`config.mk`:
```
export PLATFORM = sky130hd
export DESIGN_NAME = signed_to_custom_radix_digits
export DESIGN_NICKNAME = d
export VERILOG_FILES = /design/src/hw/rtl/stcrd_pkg.sv /design/src/hw/rtl/stcrd_datapath.sv /design/src/hw/rtl/stcrd_ctrl.sv /design/src/hw/rtl/signed_to_custom_radix_digits.sv
export VERILOG_INCLUDE_DIRS = /design/src /design/src/hw/rtl
export SDC_FILE = /design/constraint.sdc
export NUM_CORES = 1
export LEC_CHECK = 0
export ABC_AREA = 1
export BUFFER_PORTS_ARGS = -buffer_cell sky130_fd_sc_hd__buf_2
export CELL_PAD_IN_SITES_DETAIL_PLACEMENT = 1
export CELL_PAD_IN_SITES_GLOBAL_PLACEMENT = 2
export CORE_AREA = 2 2 273 477
export CTS_CLUSTER_SIZE = 10
export DETAILED_ROUTE_END_ITERATION = 16
export DIE_AREA = 0 0 275 479
export GPL_TIMING_DRIVEN = 1
export PLACE_DENSITY = 0.75
export REMOVE_ABC_BUFFERS = 1
export SLEW_MARGIN = 25
export SYNTH_ARGS = -nofsm -noshare
export SYNTH_HDL_FRONTEND = slang
export SYNTH_SLANG_ARGS = --single-unit
```
`constraint.sdc`:
```
create_clock -name clk -period 3.6 [get_ports clk]
set_input_delay 0.72 -clock clk [delete_from_list [all_inputs] [get_ports clk]]
set_output_delay 0.72 -clock clk [all_outputs]
set_load 0.05 [all_outputs]
```
`src/hw/rtl/signed_to_custom_radix_digits_macros.svh`:
```
// ----------------------------------------------------------------------------
// signed_to_custom_radix_digits assertion macros
// Shared concurrent assertion forms, compiled out when ASSERT_OFF is set.
// ----------------------------------------------------------------------------
`ifndef SIGNED_TO_CUSTOM_RADIX_DIGITS_MACROS_SVH
`define SIGNED_TO_CUSTOM_RADIX_DIGITS_MACROS_SVH

`ifndef ASSERT_OFF
// same-cycle implication
`define STCRD_ASSERT_IMP(lbl, clk, rstn, ante, cons) \
  lbl: assert property (@(posedge clk) disable iff (!rstn) (ante) |-> (cons)) \
    else $error("stcrd assertion failed");
// next-cycle implication
`define STCRD_ASSERT_NXT(lbl, clk, rstn, ante, cons) \
  lbl: assert property (@(posedge clk) disable iff (!rstn) (ante) |=> (cons)) \
    else $error("stcrd assertion failed");
`else
`define STCRD_ASSERT_IMP(lbl, clk, rstn, ante, cons)
`define STCRD_ASSERT_NXT(lbl, clk, rstn, ante, cons)
`endif

`endif

```
`src/hw/rtl/stcrd_pkg.sv`:
```
// ----------------------------------------------------------------------------
// stcrd_pkg
// Types and constants shared by the custom radix digit converter.
// ----------------------------------------------------------------------------
package stcrd_pkg;

  localparam int DEF_MAX_BASE    = 128;
  localparam int DEF_VALUE_BITS  = 32;
  localparam int DEF_DIGIT_DEPTH = 32;

  localparam int SYM_W       = 7;
  localparam int ALPHA_DEPTH = 128;
  localparam int CNT_W       = 8;

  localparam logic [1:0] OP_CLEAR   = 2'd0;
  localparam logic [1:0] OP_APPEND  = 2'd1;
  localparam logic [1:0] OP_CONVERT = 2'd2;

  localparam logic [7:0] SYM_PLUS  = 8'h2B;
  localparam logic [7:0] SYM_MINUS = 8'h2D;
  localparam logic [7:0] SYM_LOW   = 8'd32;
  localparam logic [7:0] SYM_HIGH  = 8'd126;

  typedef struct packed {
    logic clr;
    logic append;
    logic load;
    logic div_step;
    logic div_init;
    logic push;
    logic pop;
    logic emit_err;
    logic emit_minus;
    logic emit_zero;
    logic emit_digit;
  } ctrl_cmd_t;

  typedef struct packed {
    logic base_bad;
    logic in_zero;
    logic neg;
    logic mag_zero;
    logic div_last;
    logic depth_zero;
  } ctrl_sts_t;

endpackage

```
`src/hw/rtl/stcrd_datapath.sv`:
```
// ----------------------------------------------------------------------------
// stcrd_datapath
// Alphabet store, bit-serial divider, digit stack and result register.
// ----------------------------------------------------------------------------
`include "signed_to_custom_radix_digits_macros.svh"

module stcrd_datapath #(
  parameter int MAX_BASE    = stcrd_pkg::DEF_MAX_BASE,
  parameter int VALUE_BITS  = stcrd_pkg::DEF_VALUE_BITS,
  parameter int DIGIT_DEPTH = stcrd_pkg::DEF_DIGIT_DEPTH
) (
  input  logic                         clk,
  input  logic                         rst_n,
  input  stcrd_pkg::ctrl_cmd_t         cmd,
  output stcrd_pkg::ctrl_sts_t         sts,
  input  logic [7:0]                   in_symbol,
  input  logic signed [VALUE_BITS-1:0] in_value,
  output logic                         out_valid,
  output logic [6:0]                   out_character,
  output logic                         out_last,
  output logic                         out_status
);
  import stcrd_pkg::*;

  localparam int DW = $clog2(DIGIT_DEPTH + 1);
  localparam int AW = $clog2(DIGIT_DEPTH);
  localparam int BW = $clog2(VALUE_BITS);

  // alphabet state
  logic [ALPHA_DEPTH-1:0] seen_r;
  logic [CNT_W-1:0]       count_r;
  logic                   bad_r;
  logic [SYM_W-1:0]       alpha_mem_r [ALPHA_DEPTH];
  logic [SYM_W-1:0]       alpha_rd_r;

  // divider and stack
  logic [VALUE_BITS-1:0]  mag_r;
  logic                   neg_r;
  logic [CNT_W-1:0]       rem_r;
  logic [BW-1:0]          bit_cnt_r;
  logic [DW-1:0]          depth_r;
  logic [SYM_W-1:0]       stack_mem_r [DIGIT_DEPTH];
  logic [SYM_W-1:0]       stack_rd_r;

  // result register
  logic                   out_valid_r;
  logic [6:0]             out_chr_r;
  logic                   out_last_r;
  logic                   out_status_r;

  logic                   sym_ok;
  logic [VALUE_BITS-1:0]  in_mag;
  logic [CNT_W:0]         trial;
  logic [CNT_W:0]         diff;
  logic                   qbit;
  logic [DW-1:0]          depth_m1;

  assign sym_ok = (in_symbol != SYM_PLUS) && (in_symbol != SYM_MINUS) &&
                  (in_symbol >= SYM_LOW) && (in_symbol <= SYM_HIGH) &&
                  !seen_r[in_symbol[SYM_W-1:0]] &&
                  (count_r < CNT_W'(MAX_BASE));

  assign in_mag   = in_value[VALUE_BITS-1] ? (~in_value + VALUE_BITS'(1)) : in_value;
  assign trial    = {rem_r, mag_r[VALUE_BITS-1]};
  assign diff     = trial - {1'b0, count_r};
  assign qbit     = (trial >= {1'b0, count_r});
  assign depth_m1 = depth_r - DW'(1);

  assign sts.base_bad   = bad_r || (count_r < CNT_W'(2));
  assign sts.in_zero    = (in_value == '0);
  assign sts.neg        = neg_r;
  assign sts.mag_zero   = (mag_r == '0);
  assign sts.div_last   = (bit_cnt_r == '0);
  assign sts.depth_zero = (depth_r == '0);

  always_ff @(posedge clk) begin
    if (!rst_n) begin
      seen_r  <= '0;
      count_r <= '0;
      bad_r   <= 1'b0;
    end else if (cmd.clr) begin
      seen_r  <= '0;
      count_r <= '0;
      bad_r   <= 1'b0;
    end else if (cmd.append) begin
      if (sym_ok) begin
        seen_r[in_symbol[SYM_W-1:0]] <= 1'b1;
        count_r                      <= count_r + CNT_W'(1);
      end else begin
        bad_r <= 1'b1;
      end
    end
  end

  always_ff @(posedge clk) begin
    if (cmd.append && sym_ok) begin
      alpha_mem_r[count_r[SYM_W-1:0]] <= in_symbol[SYM_W-1:0];
    end
    alpha_rd_r <= alpha_mem_r[rem_r[SYM_W-1:0]];
  end

  always_ff @(posedge clk) begin
    if (cmd.load) begin
      mag_r     <= in_mag;
      neg_r     <= in_value[VALUE_BITS-1];
      rem_r     <= '0;
      bit_cnt_r <= BW'(VALUE_BITS - 1);
    end else if (cmd.div_init) begin
      rem_r     <= '0;
      bit_cnt_r <= BW'(VALUE_BITS - 1);
    end else if (cmd.div_step) begin
      mag_r     <= {mag_r[VALUE_BITS-2:0], qbit};
      rem_r     <= qbit ? diff[CNT_W-1:0] : trial[CNT_W-1:0];
      bit_cnt_r <= bit_cnt_r - BW'(1);
    end
  end

  always_ff @(posedge clk) begin
    if (!rst_n) begin
      depth_r <= '0;
    end else if (cmd.load) begin
      depth_r <= '0;
    end else if (cmd.push && (depth_r < DW'(DIGIT_DEPTH))) begin
      depth_r <= depth_r + DW'(1);
    end else if (cmd.pop) begin
      depth_r <= depth_m1;
    end
  end

  always_ff @(posedge clk) begin
    if (cmd.push && (depth_r < DW'(DIGIT_DEPTH))) begin
      stack_mem_r[depth_r[AW-1:0]] <= alpha_rd_r;
    end
    stack_rd_r <= stack_mem_r[depth_m1[AW-1:0]];
  end

  always_ff @(posedge clk) begin
    if (!rst_n) begin
      out_valid_r <= 1'b0;
    end else begin
      out_valid_r <= cmd.emit_err || cmd.emit_minus || cmd.emit_zero || cmd.emit_digit;
    end
  end

  always_ff @(posedge clk) begin
    if (cmd.emit_err) begin
      out_chr_r    <= '0;
      out_last_r   <= 1'b1;
      out_status_r <= 1'b1;
    end else if (cmd.emit_minus) begin
      out_chr_r    <= SYM_MINUS[6:0];
      out_last_r   <= 1'b0;
      out_status_r <= 1'b0;
    end else if (cmd.emit_zero) begin
      out_chr_r    <= alpha_rd_r;
      out_last_r   <= 1'b1;
      out_status_r <= 1'b0;
    end else if (cmd.emit_digit) begin
      out_chr_r    <= stack_rd_r;
      out_last_r   <= (depth_r == '0);
      out_status_r <= 1'b0;
    end
  end

  assign out_valid     = out_valid_r;
  assign out_character = out_chr_r;
  assign out_last      = out_last_r;
  assign out_status    = out_status_r;

  `STCRD_ASSERT_IMP(a_depth_bound, clk, rst_n, 1'b1, depth_r <= DW'(DIGIT_DEPTH))
  `STCRD_ASSERT_IMP(a_rem_below_base, clk, rst_n, cmd.div_step, rem_r < count_r)

endmodule

```
`src/hw/rtl/stcrd_ctrl.sv`:
```
// ----------------------------------------------------------------------------
// stcrd_ctrl
// Sequencer for alphabet updates, digit divisions and digit output.
// ----------------------------------------------------------------------------
`include "signed_to_custom_radix_digits_macros.svh"

module stcrd_ctrl (
  input  logic                 clk,
  input  logic                 rst_n,
  input  logic                 start,
  output logic                 busy,
  input  logic [1:0]           in_opcode,
  input  stcrd_pkg::ctrl_sts_t sts,
  output stcrd_pkg::ctrl_cmd_t cmd
);
  import stcrd_pkg::*;

  localparam logic [3:0] ST_IDLE    = 4'd0;
  localparam logic [3:0] ST_ZERO    = 4'd1;
  localparam logic [3:0] ST_ZOUT    = 4'd2;
  localparam logic [3:0] ST_DIV     = 4'd3;
  localparam logic [3:0] ST_DRD     = 4'd4;
  localparam logic [3:0] ST_DWR     = 4'd5;
  localparam logic [3:0] ST_SIGN    = 4'd6;
  localparam logic [3:0] ST_POP_RD  = 4'd7;
  localparam logic [3:0] ST_POP_OUT = 4'd8;

  logic [3:0] state_r;
  logic [3:0] state_nxt;

  assign busy = (state_r != ST_IDLE);

  always_comb begin
    state_nxt = state_r;
    cmd       = '0;
    case (state_r)
      ST_IDLE: begin
        if (start) begin
          case (in_opcode)
            OP_CLEAR:  cmd.clr = 1'b1;
            OP_APPEND: cmd.append = 1'b1;
            OP_CONVERT: begin
              if (sts.base_bad) begin
                cmd.emit_err = 1'b1;
              end else begin
                cmd.load  = 1'b1;
                state_nxt = sts.in_zero ? ST_ZERO : ST_DIV;
              end
            end
            default: ;
          endcase
        end
      end
      ST_ZERO: state_nxt = ST_ZOUT;
      ST_ZOUT: begin
        cmd.emit_zero = 1'b1;
        state_nxt     = ST_IDLE;
      end
      ST_DIV: begin
        cmd.div_step = 1'b1;
        if (sts.div_last) begin
          state_nxt = ST_DRD;
        end
      end
      ST_DRD: state_nxt = ST_DWR;
      ST_DWR: begin
        cmd.push = 1'b1;
        if (sts.mag_zero) begin
          state_nxt = sts.neg ? ST_SIGN : ST_POP_RD;
        end else begin
          cmd.div_init = 1'b1;
          state_nxt    = ST_DIV;
        end
      end
      ST_SIGN: begin
        cmd.emit_minus = 1'b1;
        state_nxt      = ST_POP_RD;
      end
      ST_POP_RD: begin
        cmd.pop   = 1'b1;
        state_nxt = ST_POP_OUT;
      end
      ST_POP_OUT: begin
        cmd.emit_digit = 1'b1;
        state_nxt      = sts.depth_zero ? ST_IDLE : ST_POP_RD;
      end
      default: state_nxt = ST_IDLE;
    endcase
  end

  always_ff @(posedge clk) begin
    if (!rst_n) begin
      state_r <= ST_IDLE;
    end else begin
      state_r <= state_nxt;
    end
  end

  `STCRD_ASSERT_IMP(a_one_emit, clk, rst_n, 1'b1,
    $onehot0({cmd.emit_err, cmd.emit_minus, cmd.emit_zero, cmd.emit_digit}))
  `STCRD_ASSERT_IMP(a_alpha_frozen, clk, rst_n, busy, !(cmd.clr || cmd.append))
  `STCRD_ASSERT_NXT(a_div_runs, clk, rst_n, (state_r == ST_DIV) && !sts.div_last, state_r == ST_DIV)

endmodule

```
`src/hw/rtl/signed_to_custom_radix_digits.sv`:
```
// ----------------------------------------------------------------------------
// signed_to_custom_radix_digits
// Signed integer to text in a digit alphabet built at run time.
// ----------------------------------------------------------------------------
// Usage: drive in_opcode, in_symbol and in_value with start high; the item
// transfers at a rising edge where start is high and busy is low.
// Opcode clear empties the alphabet, append adds one symbol (a refused symbol
// marks the base bad until the next clear); both give no result and leave
// busy low. Convert gives one error result when the base is bad or has fewer
// than two symbols, else an optional '-' and the digits most significant
// first, out_last on the final one. Each result is shown for one cycle with
// out_valid; the receiver cannot stall, so every result transfers.
// A single bit-serial divider forms each digit as the remainder of the
// magnitude; the digit is then looked up in the alphabet and stacked. Once
// the magnitude reaches zero, a '-' is emitted for a negative value, then
// the digits are popped and emitted. A convert holds busy high until its
// last result is formed; an error result leaves busy low.
// Results appear in the cycle after they are formed, in a registered stage.
// Reset empties the alphabet and clears the bad flag; no clearing pass.
// ----------------------------------------------------------------------------
module signed_to_custom_radix_digits #(
  parameter int MAX_BASE    = stcrd_pkg::DEF_MAX_BASE,
  parameter int VALUE_BITS  = stcrd_pkg::DEF_VALUE_BITS,
  parameter int DIGIT_DEPTH = stcrd_pkg::DEF_DIGIT_DEPTH
) (
  input  logic                         clk,
  input  logic                         rst_n,
  input  logic                         start,
  output logic                         busy,
  input  logic [1:0]                   in_opcode,
  input  logic [7:0]                   in_symbol,
  input  logic signed [VALUE_BITS-1:0] in_value,
  output logic                         out_valid,
  output logic [6:0]                   out_character,
  output logic                         out_last,
  output logic                         out_status
);
  import stcrd_pkg::*;

  ctrl_cmd_t cmd;
  ctrl_sts_t sts;

  stcrd_ctrl u_ctrl (
    .clk       (clk),
    .rst_n     (rst_n),
    .start     (start),
    .busy      (busy),
    .in_opcode (in_opcode),
    .sts       (sts),
    .cmd       (cmd)
  );

  stcrd_datapath #(
    .MAX_BASE    (MAX_BASE),
    .VALUE_BITS  (VALUE_BITS),
    .DIGIT_DEPTH (DIGIT_DEPTH)
  ) u_datapath (
    .clk           (clk),
    .rst_n         (rst_n),
    .cmd           (cmd),
    .sts           (sts),
    .in_symbol     (in_symbol),
    .in_value      (in_value),
    .out_valid     (out_valid),
    .out_character (out_character),
    .out_last      (out_last),
    .out_status    (out_status)
  );

endmodule
```
==> run summary <==
CP Launch Type -> flip-flop
starting density of the core -> 42.6%
first-pass GRT wire length -> 258000 um
Avg Vias per Cell -> 5.60
die area -> 132000 um^2
total number of vias -> 38.1k
placed cells -> 6569
max-cap viol count -> 0
pre-CTS setup slack -> 0.0791 ns
die extent in y -> 479 um
critical path class -> flip-flop to flip-flop
Max VDD drop -> 0.000385 V
Cell Count, Final, Fillers Out -> 6794
Final ANT Viol Nets -> 0
Final min period -> 3.04 ns
cts repair resizes -> 0
status -> finished, final reports clean
CP Capture Type -> flip-flop
critical path startpoint -> u_datapath.rem_r[0]
Clock Skew -> 0.0229 ns
DP HPWL -> 112000 um
GPL Wtd Cong -> 0.862
Setup TNS -> 0 ns
Area Growth Syn to Fin -> 14.5%
total track usage -> 26.5%
Hold Fails Final Rpt -> 0
initial antenna violation count -> 3
sequential-to-total area share from yosys stat -> 69.1%
Num Clock Sinks -> 1305
worst hold path class -> input port to flip-flop
RSZ-0062 raised after global routing -> false
vias in the first global route -> 40.8k
ys flop type -> edfxtp_1
number of synthesized flops with an enable pin -> 1153
Syn Inst Count -> 4884
CTS Buf Count -> 149
async set or reset register ratio after synthesis -> 0%
layout cell share with drive strength beyond 1 -> 11.5%
largest net degree at the start of global routing -> 129
CTS tree -> built
flop2flop setup slack -> 0.56 ns
Setup-failing EPs final -> 0
WL/cell -> 25.4 um
flops & latches, synth -> 1305
FMAX -> 329 MHz
Rows -> 174
Crit Reg-Reg Startpoint -> u_datapath.rem_r[0]
CTS Hold Bufs -> 0
clock insertion delay at the later pin of the skew report -> 0.78 ns
Power Total -> 40200 uW
CTS Root Cell -> clkbuf_16
Util after Layout -> 48.8%
Post-route DRC -> 0
Reg2Reg Depth -> 11
post-CTS setup buffers -> 0
synthesized cell area -> 54500 um^2
fin worst setup slack -> 0.560 ns
IO Pins -> 56
total grt overflow -> 0
Tcrit/Tclk final -> 84.5%
CTS H-Tree Depth -> 4
final net count -> 5110
Mean Syn Cell Area -> 11.2 um^2
worst setup path end -> u_datapath.alpha_rd_r[0]
Pwr Density -> 644 nW/um^2
Worst-Margin Slew -> 1.06 ns
DRT Wirelength -> 173000 um
clk slew on worst S/H paths -> 0.06 ns
first drt pass iteration count -> 5
clock tree buffer depth -> 3
Netlist cell types -> 41
Critical Path AT -> 3.67 ns
Die X -> 275 um
Core Region -> 128000 um^2
Synth warnings -> 0
Max-slew headroom -> 29.3%
worst reg2reg endpoint -> u_datapath.alpha_rd_r[0]
Starting DRT DRC Count -> 2248
Max FO, Critical Path -> 85
max-slew violations -> 0
IO Port Bufs -> 55
critical path data required time -> 4.23 ns
Leak Pwr -> 0.0211 uW
flip-flops by register name, indices dropped and copies added (netlist names), 4 cells and up:
register / count
u_datapath.mag_r: 32
u_datapath.stack_mem_r: 224
u_ctrl.state_r: 4
u_datapath.stack_rd_r: 7
u_datapath.bit_cnt_r: 5
u_datapath.out_character: 7
u_datapath.alpha_mem_r: 896
u_datapath.depth_r: 6
u_datapath.seen_r: 96
u_datapath.alpha_rd_r: 7
u_datapath.rem_r: 8
u_datapath.count_r: 8
cells in the final DEF (no fill, tap or decap), types with 6 or more instances in the layout:
| cell type | synthesis | final |
|---|---|---|
| nand2_1 | 490 | 490 |
| o21ai_1 | 21 | 21 |
| xor2_1 | 25 | 25 |
| or2_2 | 55 | 55 |
| buf_2 | 26 | 48 |
| o32ai_1 | 34 | 34 |
| edfxtp_1 | 1153 | 1153 |
| nand2_2 | 8 | 8 |
| o22ai_1 | 227 | 227 |
| o21ai_0 | 626 | 626 |
| inv_2 | 6 | 6 |
| inv_1 | 201 | 197 |
| a31oi_1 | 16 | 16 |
| nand3_1 | 180 | 180 |
| buf_12 | 0 | 36 |
| buf_4 | 11 | 250 |
| o221ai_1 | 22 | 22 |
| o211ai_1 | 127 | 127 |
| dfxtp_1 | 152 | 146 |
| nor4_1 | 12 | 12 |
| mux2i_1 | 22 | 22 |
| ha_1 | 16 | 15 |
| xnor2_1 | 11 | 11 |
| nor2_1 | 987 | 986 |
| nand4_1 | 7 | 7 |
| clkbuf_1 | 262 | 55 |
| clkbuf_16 | 0 | 149 |
| nor3_1 | 13 | 13 |
| a21oi_1 | 132 | 132 |
| inv_6 | 0 | 8 |
worst max-delay path, stage by stage, from the launching register on:
cell and delay, ns:
dfxtp_4 0.63, inv_8 0.29, buf_12 0.30, o21ai_0 0.20, o22ai_1 0.12, or2_2 0.30
o211ai_1 0.12, o211ai_1 0.18, nand3_1 0.18, nand2_1 0.21, nand2_1 0.11, nand2_1 0.11
area by class of cell:
| class | instances | area, um^2 |
|---|---|---|
| Clock inverter | 18 | 259 |
| Antenna cell | 2 | 5.00 |
| Timing Repair Buffer | 337 | 2870 |
| Clock buffer | 205 | 3950 |
| Fill cell | 13584 | 65600 |
| Tap cell | 1672 | 2090 |
| Multi-Input combinational cell | 3046 | 14800 |
| Inverter | 209 | 801 |
| Sequential cell | 1305 | 37700 |
kinds of logic (layout without fill, tap and decap cells):
logic type	Yosys count	count (layout)	synth area share (%)
AO/OA/AOI/OAI	1211	1211	12.7
multiplexers	22	22	0.404
other	0	2	0
flip-flops	1305	1305	69.1
buffers and inverters	533	769	3.87
adder cells (fa/ha/maj)	17	17	0.404
AND/OR/NAND/NOR	1760	1760	13.0
XOR/XNOR	36	36	0.578
power breakdown:
group          internal [uW]  switching, uW  leakage (uW)  total (uW)
Combinational           2510           6690       0.00747        9210
Clock                   7700           5990       0.00203       13700
Sequential             17000            311        0.0116       17300
Yosys cell counts (26+ instances only):
master | count | area [um^2]
o21ai_0 | 626 | 3130
nor2_1 | 987 | 3700
o22ai_1 | 227 | 1420
o32ai_1 | 34 | 298
nand2_1 | 490 | 1840
clkbuf_1 | 262 | 983
or2_2 | 55 | 344
edfxtp_1 | 1153 | 34600
dfxtp_1 | 152 | 3040
buf_2 | 26 | 130
o211ai_1 | 127 | 953
nand3_1 | 180 | 901
inv_1 | 201 | 754
a21oi_1 | 132 | 661
how the worst min path moves through the flow:
stage	to	cells past startpoint	start	slack [ns]
2_1_floorplan	u_datapath.seen_r[127]	2	u_datapath.seen_r[127]	0.41
3_3_place_gp	u_datapath.seen_r[43]	2	u_datapath.seen_r[43]	0.42
3_5_place_dp	u_datapath.seen_r[43]	2	u_datapath.seen_r[43]	0.42
4_1_cts	u_datapath.alpha_mem_r[124][2]	1	in_symbol[2]	0.27
5_1_grt	u_datapath.alpha_mem_r[127][2]	1	in_symbol[2]	0.29
6_report	u_datapath.mag_r[0]	3	in_value[0]	0.33
stage by stage:
stage / hold slack [ns] / instance area, um^2
2_1_floorplan: 0.409 / 53200
3_3_place_gp: 0.418 / 58200
3_5_place_dp: 0.423 / 58200
4_1_cts: 0.272 / 62400
5_1_grt: 0.290 / 62400
6_report: 0.327 / 62400
per-layer routing:
| metal | routed length, um | GRT usage, % |
|---|---|---|
| met1 | 64600 | 29.0 |
| met2 | 94600 | 50.2 |
| met3 | 5290 | 3.22 |
| met4 | 8390 | 12.1 |
| met5 | 13 | 0 |
Power figures use the tool's default switching activity.
